## config.mk

```make
export PLATFORM = sky130hd
export DESIGN_NAME = pulse_period_power_meter
export DESIGN_NICKNAME = d
export VERILOG_FILES = /design/src/design/pppm_pkg.sv /design/src/design/pulse_period_power_meter.sv
export SDC_FILE = /design/constraint.sdc
export NUM_CORES = 2
export LEC_CHECK = 0
export BUFFER_PORTS_ARGS = -buffer_cell sky130_fd_sc_hd__buf_2
export CORE_ASPECT_RATIO = 0.6
export CORE_MARGIN = 3
export CORE_UTILIZATION = 55
export CTS_BUF_LIST = sky130_fd_sc_hd__clkbuf_4
export DETAILED_ROUTE_END_ITERATION = 8
export PLACE_DENSITY = 0.88
export SYNTH_ARGS = -nofsm -noshare
export SYNTH_HDL_FRONTEND = slang
export SYNTH_SLANG_ARGS = --single-unit
```

## constraint.sdc

```tcl
create_clock -name clock -period 10.3 [get_ports clock]
set_input_delay 1.545 -clock clock [delete_from_list [all_inputs] [get_ports clock]]
set_output_delay 1.545 -clock clock [all_outputs]
set_load 0.02 [all_outputs]
```

## src/design/pppm_pkg.sv

```systemverilog
// Shared widths, codes and reset values of the pulse period power meter.
// No dependencies; used by the top level and its checker.
`timescale 1ns / 1ps

package pppm_pkg;

   localparam int unsigned DATA_W    = 32;
   localparam int unsigned PERIOD_W  = 31;
   localparam int unsigned PF_W      = 17;
   localparam int unsigned ACTION_W  = 2;
   localparam int unsigned CSR_IDX_W = 3;
   localparam int unsigned FRAC_W    = 16;
   localparam int unsigned DVD_W     = DATA_W + FRAC_W;
   localparam int unsigned CNT_W     = 6;

   typedef logic [ACTION_W-1:0]  action_type;
   typedef logic [CSR_IDX_W-1:0] csr_idx_type;

   localparam action_type ACT_POWER  = 2'd0;
   localparam action_type ACT_SHARED = 2'd1;
   localparam action_type ACT_READ   = 2'd2;

   localparam csr_idx_type REG_CUR_MULT  = 3'd0;
   localparam csr_idx_type REG_VOLT_MULT = 3'd1;
   localparam csr_idx_type REG_POW_MULT  = 3'd2;
   localparam csr_idx_type REG_MODE      = 3'd3;
   localparam csr_idx_type REG_TIMEOUT   = 3'd4;

   localparam logic MODE_VOLTAGE = 1'b1;
   localparam logic MODE_RESET   = MODE_VOLTAGE;

   localparam logic [PERIOD_W-1:0] TIMEOUT_RESET = 31'd2000000;
   localparam logic [PF_W-1:0]     PF_ONE        = 17'h10000;

   localparam logic [CNT_W-1:0] DIV_STEPS_Q  = CNT_W'(DATA_W);
   localparam logic [CNT_W-1:0] DIV_STEPS_PF = CNT_W'(DVD_W);
   localparam logic [CNT_W-1:0] MUL_STEPS    = CNT_W'(DATA_W);

endpackage

```

## src/design/pulse_period_power_meter.sv

```systemverilog
// Pulse period power meter: edge period capture and serial read-out arithmetic; uses pppm_pkg.
// Edge transaction: subtract, then timeout check in S_CHECK; next item taken back in S_IDLE.
// Read transaction: current, voltage and active power divisions, a multiply, a compare,
// power factor division; one shared radix-2 divider, shift-add multiplier, one bit per cycle.
// A finished result waits in the output register while edge transactions go on.
// Synchronous reset: multipliers, edge times, periods, state cleared; mode, timeout preset.
`timescale 1ns / 1ps

module pulse_period_power_meter (
   input  logic                          clock,
   input  logic                          reset,
   input  logic                          req_valid,
   output logic                          req_stall,
   input  logic [pppm_pkg::ACTION_W-1:0] req_action,
   input  logic [pppm_pkg::DATA_W-1:0]   req_timestamp,
   output logic                          rsp_valid,
   input  logic                          rsp_stall,
   output logic [pppm_pkg::DATA_W-1:0]   rsp_current_value,
   output logic [pppm_pkg::DATA_W-1:0]   rsp_voltage_value,
   output logic [pppm_pkg::DATA_W-1:0]   rsp_active_power,
   output logic [pppm_pkg::DATA_W-1:0]   rsp_apparent_power,
   output logic [pppm_pkg::PF_W-1:0]     rsp_power_factor,
   input  logic                          csr_write,
   input  logic [pppm_pkg::CSR_IDX_W-1:0] csr_index,
   input  logic [pppm_pkg::DATA_W-1:0]   csr_wdata
);
   import pppm_pkg::*;

   typedef enum logic [6:0] {
      S_IDLE  = 7'b0000001,
      S_CHECK = 7'b0000010,
      S_LOAD  = 7'b0000100,
      S_DIV   = 7'b0001000,
      S_MUL   = 7'b0010000,
      S_CMP   = 7'b0100000,
      S_DONE  = 7'b1000000
   } state_type;

   typedef enum logic [1:0] {
      OP_CUR  = 2'd0,
      OP_VOLT = 2'd1,
      OP_ACT  = 2'd2,
      OP_PF   = 2'd3
   } op_type;

   typedef enum logic [1:0] {
      CH_POWER   = 2'd0,
      CH_CURRENT = 2'd1,
      CH_VOLTAGE = 2'd2
   } chan_type;

   state_type state_ff, state_in;
   op_type    op_ff, op_in;
   chan_type  chan_ff, chan_in;

   logic [DATA_W-1:0]   cur_mult_ff, cur_mult_in;
   logic [DATA_W-1:0]   volt_mult_ff, volt_mult_in;
   logic [DATA_W-1:0]   pow_mult_ff, pow_mult_in;
   logic                mode_ff, mode_in;
   logic [PERIOD_W-1:0] timeout_ff, timeout_in;

   logic [DATA_W-1:0]   last_pow_ff, last_pow_in;
   logic [DATA_W-1:0]   last_cur_ff, last_cur_in;
   logic [DATA_W-1:0]   last_volt_ff, last_volt_in;
   logic [PERIOD_W-1:0] pow_per_ff, pow_per_in;
   logic [PERIOD_W-1:0] cur_per_ff, cur_per_in;
   logic [PERIOD_W-1:0] volt_per_ff, volt_per_in;

   logic [DATA_W-1:0]   diff_ff, diff_in;
   logic [DATA_W-1:0]   cur_ff, cur_in;
   logic [DATA_W-1:0]   volt_ff, volt_in;
   logic [DATA_W-1:0]   actp_ff, actp_in;
   logic [DATA_W-1:0]   app_ff, app_in;
   logic [PF_W-1:0]     pf_ff, pf_in;

   logic [DVD_W-1:0]    dvd_ff, dvd_in;
   logic [DATA_W-1:0]   rem_ff, rem_in;
   logic [DATA_W-1:0]   dvs_ff, dvs_in;
   logic                dz_ff, dz_in;
   logic [CNT_W-1:0]    cnt_ff, cnt_in;
   logic [2*DATA_W-1:0] mul_ff, mul_in;

   logic                rsp_valid_ff, rsp_valid_in;
   logic [DATA_W-1:0]   rsp_cur_ff, rsp_cur_in;
   logic [DATA_W-1:0]   rsp_volt_ff, rsp_volt_in;
   logic [DATA_W-1:0]   rsp_act_ff, rsp_act_in;
   logic [DATA_W-1:0]   rsp_app_ff, rsp_app_in;
   logic [PF_W-1:0]     rsp_pf_ff, rsp_pf_in;

   // divider and multiplier step, period check, output free
   logic [DATA_W:0]     div_shift;
   logic [DATA_W:0]     div_trial;
   logic                div_qbit;
   logic [DVD_W-1:0]    div_quot;
   logic [DATA_W-1:0]   div_result;
   logic [DATA_W:0]     mul_sum;
   logic [2*DATA_W-1:0] mul_next;
   logic [PERIOD_W-1:0] period_meas;
   logic                out_free;

   assign div_shift  = {rem_ff, dvd_ff[DVD_W-1]};
   assign div_trial  = div_shift - {1'b0, dvs_ff};
   assign div_qbit   = ~div_trial[DATA_W];
   assign div_quot   = {dvd_ff[DVD_W-2:0], div_qbit};
   assign div_result = dz_ff ? '0 : div_quot[DATA_W-1:0];

   assign mul_sum  = {1'b0, mul_ff[2*DATA_W-1:DATA_W]}
                   + (mul_ff[0] ? {1'b0, volt_ff} : {(DATA_W+1){1'b0}});
   assign mul_next = {mul_sum, mul_ff[DATA_W-1:1]};

   assign period_meas = (diff_ff[DATA_W-1] || (diff_ff[PERIOD_W-1:0] > timeout_ff))
                      ? '0 : diff_ff[PERIOD_W-1:0];

   assign out_free = ~rsp_valid_ff | ~rsp_stall;

   always_comb begin
      state_in     = state_ff;
      op_in        = op_ff;
      chan_in      = chan_ff;
      cur_mult_in  = cur_mult_ff;
      volt_mult_in = volt_mult_ff;
      pow_mult_in  = pow_mult_ff;
      mode_in      = mode_ff;
      timeout_in   = timeout_ff;
      last_pow_in  = last_pow_ff;
      last_cur_in  = last_cur_ff;
      last_volt_in = last_volt_ff;
      pow_per_in   = pow_per_ff;
      cur_per_in   = cur_per_ff;
      volt_per_in  = volt_per_ff;
      diff_in      = diff_ff;
      cur_in       = cur_ff;
      volt_in      = volt_ff;
      actp_in      = actp_ff;
      app_in       = app_ff;
      pf_in        = pf_ff;
      dvd_in       = dvd_ff;
      rem_in       = rem_ff;
      dvs_in       = dvs_ff;
      dz_in        = dz_ff;
      cnt_in       = cnt_ff;
      mul_in       = mul_ff;
      rsp_valid_in = rsp_valid_ff & rsp_stall;
      rsp_cur_in   = rsp_cur_ff;
      rsp_volt_in  = rsp_volt_ff;
      rsp_act_in   = rsp_act_ff;
      rsp_app_in   = rsp_app_ff;
      rsp_pf_in    = rsp_pf_ff;

      if (csr_write) begin
         unique case (csr_index)
            REG_CUR_MULT:  cur_mult_in  = csr_wdata;
            REG_VOLT_MULT: volt_mult_in = csr_wdata;
            REG_POW_MULT:  pow_mult_in  = csr_wdata;
            REG_MODE:      mode_in      = csr_wdata[0];
            REG_TIMEOUT:   timeout_in   = csr_wdata[PERIOD_W-1:0];
            default: ;
         endcase
      end

      unique case (state_ff)
         S_IDLE: begin
            if (req_valid) begin
               unique case (req_action)
                  ACT_POWER: begin
                     diff_in     = req_timestamp - last_pow_ff;
                     last_pow_in = req_timestamp;
                     chan_in     = CH_POWER;
                     state_in    = S_CHECK;
                  end
                  ACT_SHARED: begin
                     if (mode_ff == MODE_VOLTAGE) begin
                        diff_in      = req_timestamp - last_volt_ff;
                        last_volt_in = req_timestamp;
                        chan_in      = CH_VOLTAGE;
                     end else begin
                        diff_in      = req_timestamp - last_cur_ff;
                        last_cur_in  = req_timestamp;
                        chan_in      = CH_CURRENT;
                     end
                     state_in = S_CHECK;
                  end
                  ACT_READ: begin
                     op_in    = OP_CUR;
                     state_in = S_LOAD;
                  end
                  default: ;
               endcase
            end
         end
         S_CHECK: begin
            unique case (chan_ff)
               CH_POWER:   pow_per_in  = period_meas;
               CH_CURRENT: cur_per_in  = period_meas;
               CH_VOLTAGE: volt_per_in = period_meas;
               default: ;
            endcase
            state_in = S_IDLE;
         end
         S_LOAD: begin
            rem_in = '0;
            cnt_in = DIV_STEPS_Q;
            unique case (op_ff)
               OP_CUR: begin
                  dvd_in = {cur_mult_ff, {FRAC_W{1'b0}}};
                  dvs_in = {1'b0, cur_per_ff};
                  dz_in  = (cur_per_ff == '0) || (pow_per_ff == '0);
               end
               OP_VOLT: begin
                  dvd_in = {volt_mult_ff, {FRAC_W{1'b0}}};
                  dvs_in = {1'b0, volt_per_ff};
                  dz_in  = (volt_per_ff == '0);
               end
               OP_ACT: begin
                  dvd_in = {pow_mult_ff, {FRAC_W{1'b0}}};
                  dvs_in = {1'b0, pow_per_ff};
                  dz_in  = (pow_per_ff == '0);
               end
               OP_PF: begin
                  dvd_in = {actp_ff, {FRAC_W{1'b0}}};
                  dvs_in = app_ff;
                  dz_in  = 1'b0;
                  cnt_in = DIV_STEPS_PF;
               end
               default: ;
            endcase
            state_in = S_DIV;
         end
         S_DIV: begin
            dvd_in = div_quot;
            rem_in = div_qbit ? div_trial[DATA_W-1:0] : div_shift[DATA_W-1:0];
            cnt_in = cnt_ff - 1'b1;
            if (cnt_ff == CNT_W'(1)) begin
               unique case (op_ff)
                  OP_CUR: begin
                     cur_in   = div_result;
                     op_in    = OP_VOLT;
                     state_in = S_LOAD;
                  end
                  OP_VOLT: begin
                     volt_in  = div_result;
                     op_in    = OP_ACT;
                     state_in = S_LOAD;
                  end
                  OP_ACT: begin
                     actp_in  = div_result;
                     mul_in   = {{DATA_W{1'b0}}, cur_ff};
                     cnt_in   = MUL_STEPS;
                     state_in = S_MUL;
                  end
                  OP_PF: begin
                     pf_in    = div_quot[PF_W-1:0];
                     state_in = S_DONE;
                  end
                  default: ;
               endcase
            end
         end
         S_MUL: begin
            mul_in = mul_next;
            cnt_in = cnt_ff - 1'b1;
            if (cnt_ff == CNT_W'(1)) begin
               app_in   = (|mul_next[2*DATA_W-1:DATA_W]) ? '1 : mul_next[DATA_W-1:0];
               state_in = S_CMP;
            end
         end
         S_CMP: begin
            priority if (actp_ff > app_ff) begin
               pf_in    = PF_ONE;
               state_in = S_DONE;
            end else if (app_ff == '0) begin
               pf_in    = '0;
               state_in = S_DONE;
            end else begin
               op_in    = OP_PF;
               state_in = S_LOAD;
            end
         end
         S_DONE: begin
            if (out_free) begin
               rsp_valid_in = 1'b1;
               rsp_cur_in   = cur_ff;
               rsp_volt_in  = volt_ff;
               rsp_act_in   = actp_ff;
               rsp_app_in   = app_ff;
               rsp_pf_in    = pf_ff;
               pow_per_in   = '0;
               cur_per_in   = '0;
               volt_per_in  = '0;
               state_in     = S_IDLE;
            end
         end
         default: state_in = S_IDLE;
      endcase
   end

   always_ff @(posedge clock) begin
      if (reset) begin
         state_ff     <= S_IDLE;
         rsp_valid_ff <= 1'b0;
         cur_mult_ff  <= '0;
         volt_mult_ff <= '0;
         pow_mult_ff  <= '0;
         mode_ff      <= MODE_RESET;
         timeout_ff   <= TIMEOUT_RESET;
         last_pow_ff  <= '0;
         last_cur_ff  <= '0;
         last_volt_ff <= '0;
         pow_per_ff   <= '0;
         cur_per_ff   <= '0;
         volt_per_ff  <= '0;
      end else begin
         state_ff     <= state_in;
         rsp_valid_ff <= rsp_valid_in;
         cur_mult_ff  <= cur_mult_in;
         volt_mult_ff <= volt_mult_in;
         pow_mult_ff  <= pow_mult_in;
         mode_ff      <= mode_in;
         timeout_ff   <= timeout_in;
         last_pow_ff  <= last_pow_in;
         last_cur_ff  <= last_cur_in;
         last_volt_ff <= last_volt_in;
         pow_per_ff   <= pow_per_in;
         cur_per_ff   <= cur_per_in;
         volt_per_ff  <= volt_per_in;
      end
   end

   always_ff @(posedge clock) begin
      op_ff       <= op_in;
      chan_ff     <= chan_in;
      diff_ff     <= diff_in;
      cur_ff      <= cur_in;
      volt_ff     <= volt_in;
      actp_ff     <= actp_in;
      app_ff      <= app_in;
      pf_ff       <= pf_in;
      dvd_ff      <= dvd_in;
      rem_ff      <= rem_in;
      dvs_ff      <= dvs_in;
      dz_ff       <= dz_in;
      cnt_ff      <= cnt_in;
      mul_ff      <= mul_in;
      rsp_cur_ff  <= rsp_cur_in;
      rsp_volt_ff <= rsp_volt_in;
      rsp_act_ff  <= rsp_act_in;
      rsp_app_ff  <= rsp_app_in;
      rsp_pf_ff   <= rsp_pf_in;
   end

   assign req_stall          = (state_ff != S_IDLE);
   assign rsp_valid          = rsp_valid_ff;
   assign rsp_current_value  = rsp_cur_ff;
   assign rsp_voltage_value  = rsp_volt_ff;
   assign rsp_active_power   = rsp_act_ff;
   assign rsp_apparent_power = rsp_app_ff;
   assign rsp_power_factor   = rsp_pf_ff;

endmodule

```

Yosys cells after proc, flatten, opt, wreduce, memory -nomap -nowiden. Index checks and enable logic that the tools add are counted.

Register bits: 834. Bits in latches: 0. RAM bits: 0. Memory bits (read-only): 0. Bits of input ports: 74. Output and inout bits: 147. Logic and storage cells: 172. Memories kept: 0.

Add/sub/neg operators: 6. $mul: 0. Divide/modulo/power cells: 0. Magnitude comparators: 2. Eq/ne operators: 35. Shift operators: 0. Muxes and demuxes: 50. Bitwise logic cells: 6. Reduce and logical (&&, ||, !) cells: 41.

Operator list (number): $pmux 48 s4 (1); $pmux 31 s2 (3); $mux 31 (5); $mux 32 (4); $mux 64 (2); $pmux 32 s2 (2); $pmux 32 s4 (1); $pmux 64 s2 (1); $pmux 48 s2 (1); $sub 32x32->32 (3); $logic_not 31->1 (3); $mux 17 (4); $mux 7 (6); $pmux 7 s6 (1); $pmux 17 s2 (1); $add 32x32->33 (1); $sub 33x32->33 (1); $gt 32x32->1 (1); $logic_not 32->1 (1); $reduce_or 32->1 (1); $gt 31x31->1 (1); $reduce_and 3->1 (9); $pmux 7 s3 (1); $ne 2x2->1 const B (9); 40 further kinds (77).

Longest topological paths before layout.
Depth in word-level cells: 5. Mapped depth: 17. Gate-level depth less buffers: 15.

Least setup slack after synthesis. No wires, ideal clock.

Path kind: input-to-reg. Start point: in rsp_stall. End point: reg pow_per_ff[10]. Library setup time: 0.117 ns. Arrival time: 9.692 ns. Data required time: 10.183 ns. Setup slack: 0.491 ns. Cell stages on the path: 4. Buffers on the path: 1. Cells stage by stage: a21oi_1 nor3_1 clkbuf_1 a32o_1.

Longest elaborated chain between the ends: 4.

Ends and longest elaborated chain: from (decl) (RTL line pulse_period_power_meter.sv:17) `input logic rsp_stall,`; $not 1->1 (RTL line pulse_period_power_meter.sv:114) `assign out_free = ~rsp_valid_ff | ~rsp_stall;`; $or 1x1->1 (RTL line pulse_period_power_meter.sv:114); $ne 2x2->1 (no source line); $reduce_and 3->1 (no source line); to (signal assigned) (RTL line pulse_period_power_meter.sv:323) `pow_per_ff <= pow_per_in;`; to (decl) (RTL line pulse_period_power_meter.sv:65) `logic [PERIOD_W-1:0] pow_per_ff, pow_per_in;`.

No other way between the ends. A chain may end at the register's enable or synchronous reset.

Worst setup path after layout.
Start point: reg mul_ff[0]. End point: reg app_ff[31], data pin.

Longest elaborated chain between the ends: 3.

Ends and longest elaborated chain: from (decl) (RTL line pulse_period_power_meter.sv:81) `logic [2*DATA_W-1:0] mul_ff, mul_in;`; from (signal assigned) (RTL line pulse_period_power_meter.sv:343) `mul_ff <= mul_in;`; $mux 32 * (RTL line pulse_period_power_meter.sv:108) `+ (mul_ff[0] ? {1'b0, volt_ff} : {(DATA_W+1){1'b0}});`; $add 32x32->33 * (RTL line pulse_period_power_meter.sv:108); $reduce_or 32->1 (RTL line pulse_period_power_meter.sv:263) `app_in = (|mul_next[2*DATA_W-1:DATA_W]) ? '1 : mul_next[DATA_W-1:0];`; to (signal assigned) (RTL line pulse_period_power_meter.sv:336) `app_ff <= app_in;`; to (decl) (RTL line pulse_period_power_meter.sv:73) `logic [DATA_W-1:0] app_ff, app_in;`.

Every way passes the cells marked *; elsewhere a longest branch is shown, timed or not.

==> metrics.yaml <==
timing:
  finalSetupViolations: 0
  fmax_mhz: 173
  fin_crit_sh: 0.561
  tns_ps: 0
  slew_headroom: 0.180
  grt_setup_unrepaired: "false"
  fin_crit_ps: 5780
  final.setup_skew_ps: 66.2
  maxSlewViolCount: 0
  finalHoldViolCount: 0
  worstMarginPinSlew_ps: 1230
yosys:
  ys_async_sr_fraction: 0
  synthDistinctLibCells: 75
  yosysWarnings: 0
  syn_area_per_cell_sq_um: 10.9
  synth_top_cell_by_area: "edfxtp_1"
  synthesis.area_sq_mm: 0.0382
  synth_seq_cells: 834
  yosysTopAreaCellShare: 0.400
  ys_top_cells_by_area: "edfxtp_1, dfxtp_1, nand2_1, ha_1, a21oi_1"
  netlist_instances: 3497
  syn_nets: 3734
  ys.flop_type: "edfxtp_1"
  synth_enable_flop_cells: 509
  yosysSeqAreaShare: 0.570
final_layout:
  fill_cells: 5237
  final-seq-area_sq_mm: 0.0218
  drive_gt1_frac: 0.168
  nets: 3998
  layout.cells.non_filler: 4833
  multiInputGateArea_sq_mm: 0.0154
  syn_to_final_growth_pct: 11.7
detailed_routing:
  vias: 30006
  via_per_inst: 6.21
  dr.pass1.iters: 9
  post_drt_wl_per_cell_um: 22.8
  drc: 0
  ant_nets: 0
  first_iter_violations: 4512
  finalWirelength_mm: 110
cts:
  max-clock-path-buffers: 3
  numCtsBuffers: 184
  cts_sinks: 834
  clk_latency_ps: 980
  cts.htree.levels: 4
  post_cts_buffers: 0
  cts.repair.resized: 0
  clkTransAtPathRegs_ps: 80
  cts_hold_buf: 0
  clockRootBuffer: "clkbuf_4"
  cts_tree: "built"
floorplan:
  dieArea_sq_mm: 0.0728
  core_area_sq_mm: 0.0684
  ios: 221
  initial_core_util: 0.558
  die_w_um: 346
  rows: 74
  chipHeight_um: 210
place:
  portBuffers: 220
  gp_congestion: 0.970
  dp_cells: 4486
  dp.final_hpwl_mm: 76.7
global_route:
  grt_overflow_total: 0
  grt_pass1_wl_mm: 166
  antenna_found_initial: 22
  grt_pass1_vias: 28159
  grt_usage: 0.296
  grt_max_degree: 99
setup_path:
  path_max_fanout: 32
  critical_path_required_ps: 10970
  crit_type: "reg2reg"
  crit_path_end_kind: "flip-flop"
  arrival_ps: 6440
  critPathLaunchType: "flip-flop"
job:
  drv_cap: 0
min_path:
  hold_path_class: "reg2reg"
pwr:
  p_leak_nw: 16.2
  power_density_mw_per_mm2: 174
  ir_drop_mv: 0.132
run_status:
  status: "completed"
## registers in the layout (all words and copies together), names as in the netlist, 31 cells and up
register,cells
volt_ff,32
mul_ff,64
last_volt_ff,32
dvd_ff,48
rem_ff,32
last_cur_ff,32
cur_mult_ff,32
app_ff,32
rsp_apparent_power,32
last_pow_ff,32
volt_mult_ff,32
rsp_current_value,32
dvs_ff,32
volt_per_ff,31
cur_per_ff,31
timeout_ff,31
rsp_voltage_value,32
rsp_active_power,32
diff_ff,32
actp_ff,32
pow_per_ff,31
cur_ff,32
pow_mult_ff,32
## critical path: stages (launching register included)
cell	delay (ps)
edfxtp_1	830
and2_1	370
ha_1	230
fa_1	440
a211o_1	310
a2111o_1	370
a311o_1	330
nand2b_1	100
nand2_1	70
or4b_1	540
nor4_1	430
nand4_1	230
nor4_4	240
buf_4	330
or4b_2	650
## cell families after synthesis
family,after synthesis,share of synthesized area
AOI/OAI and AO/OA,719,0.120
xor gates and xnor gates,80,0.0183
adders and majority gates,163,0.0540
buffers and inverters,318,0.0314
DFF,834,0.570
muxes,124,0.0532
and+or+nand+nor,1259,0.152
## area by class of cell
| class | instances | share of cell area |
|---|---|---|
| clock inverter | 59 | 0.00848 |
| inverter | 134 | 0.0118 |
| timing repair buffer | 262 | 0.0335 |
| sequential | 834 | 0.511 |
| clock buffer | 271 | 0.0477 |
| tap | 912 | 0.0267 |
| multi-input combinational | 2345 | 0.360 |
| antenna | 16 | 0.000939 |
## power breakdown
group	total, mW	switching, mW	internal, mW
sequential	3.76	0.0986	3.66
combinational	1.03	0.624	0.405
clock	2.65	1.35	1.31
## final timing paths
| check | from | endpoint | slack [ps] | depth (start not counted) |
|---|---|---|---|---|
| worst min-delay path | pf_ff[10] | rsp_power_factor[10] | 420 | 0 |
| worst max register to register | mul_ff[0] | app_ff[31] | 4520 | 14 |
| worst min register to register | pf_ff[10] | rsp_power_factor[10] | 420 | 0 |
| worst max-delay path | mul_ff[0] | app_ff[31] | 4520 | 14 |
## Yosys cell counts (all sizes together) (40+ instances only)
cell type	count
nand2	705
edfxtp	509
a21oi	358
dfxtp	325
clkbuf	169
nor2	167
ha	160
inv	134
a32o	93
o21ai	73
nor2b	67
a21o	66
and2	63
mux4	63
mux2i	58
xnor2	52
nor4	40
## stage by stage
step / instance area, sq um / hold WS [ps] / power [mW] / setup slack [ps] / utilization
finish: 42700 / 419 / 7.44 / 4520 / 0.623
global route: 42600 / 434 / 7.72 / 4320 / 0.623
CTS: 42600 / 420 / 7.42 / 4630 / 0.623
detailed placement: 40200 / 408 / 4.82 / 4660 / 0.588
global placement: 40200 / 405 / 4.79 / 4830 / 0.588
floorplan: 38200 / 400 / 4.51 / 491 / -
## placed cells by master (no fill, tap or decap), drive strengths merged, types with 37 or more instances in the layout
cell type / n
nor3: 37
nand4: 37
clkbuf: 271
clkinv: 49
edfxtp: 509
and2: 63
buf: 262
mux4: 63
nand2: 705
nor2b: 67
a21o: 66
ha: 160
xnor2: 52
dfxtp: 325
mux2i: 58
nor2: 167
nor4: 40
o21ai: 73
a32o: 93
a21oi: 358
inv: 137
## routing by layer
layer,share of wire,global-route usage,up-vias
li1,-,-,13317
met1,0.40,0.419,14278
met2,0.41,0.410,2117
met3,0.16,0.123,282
met4,0.030,0.106,12
met5,0.00074,0,-
Power figures use the tool's default switching activity.
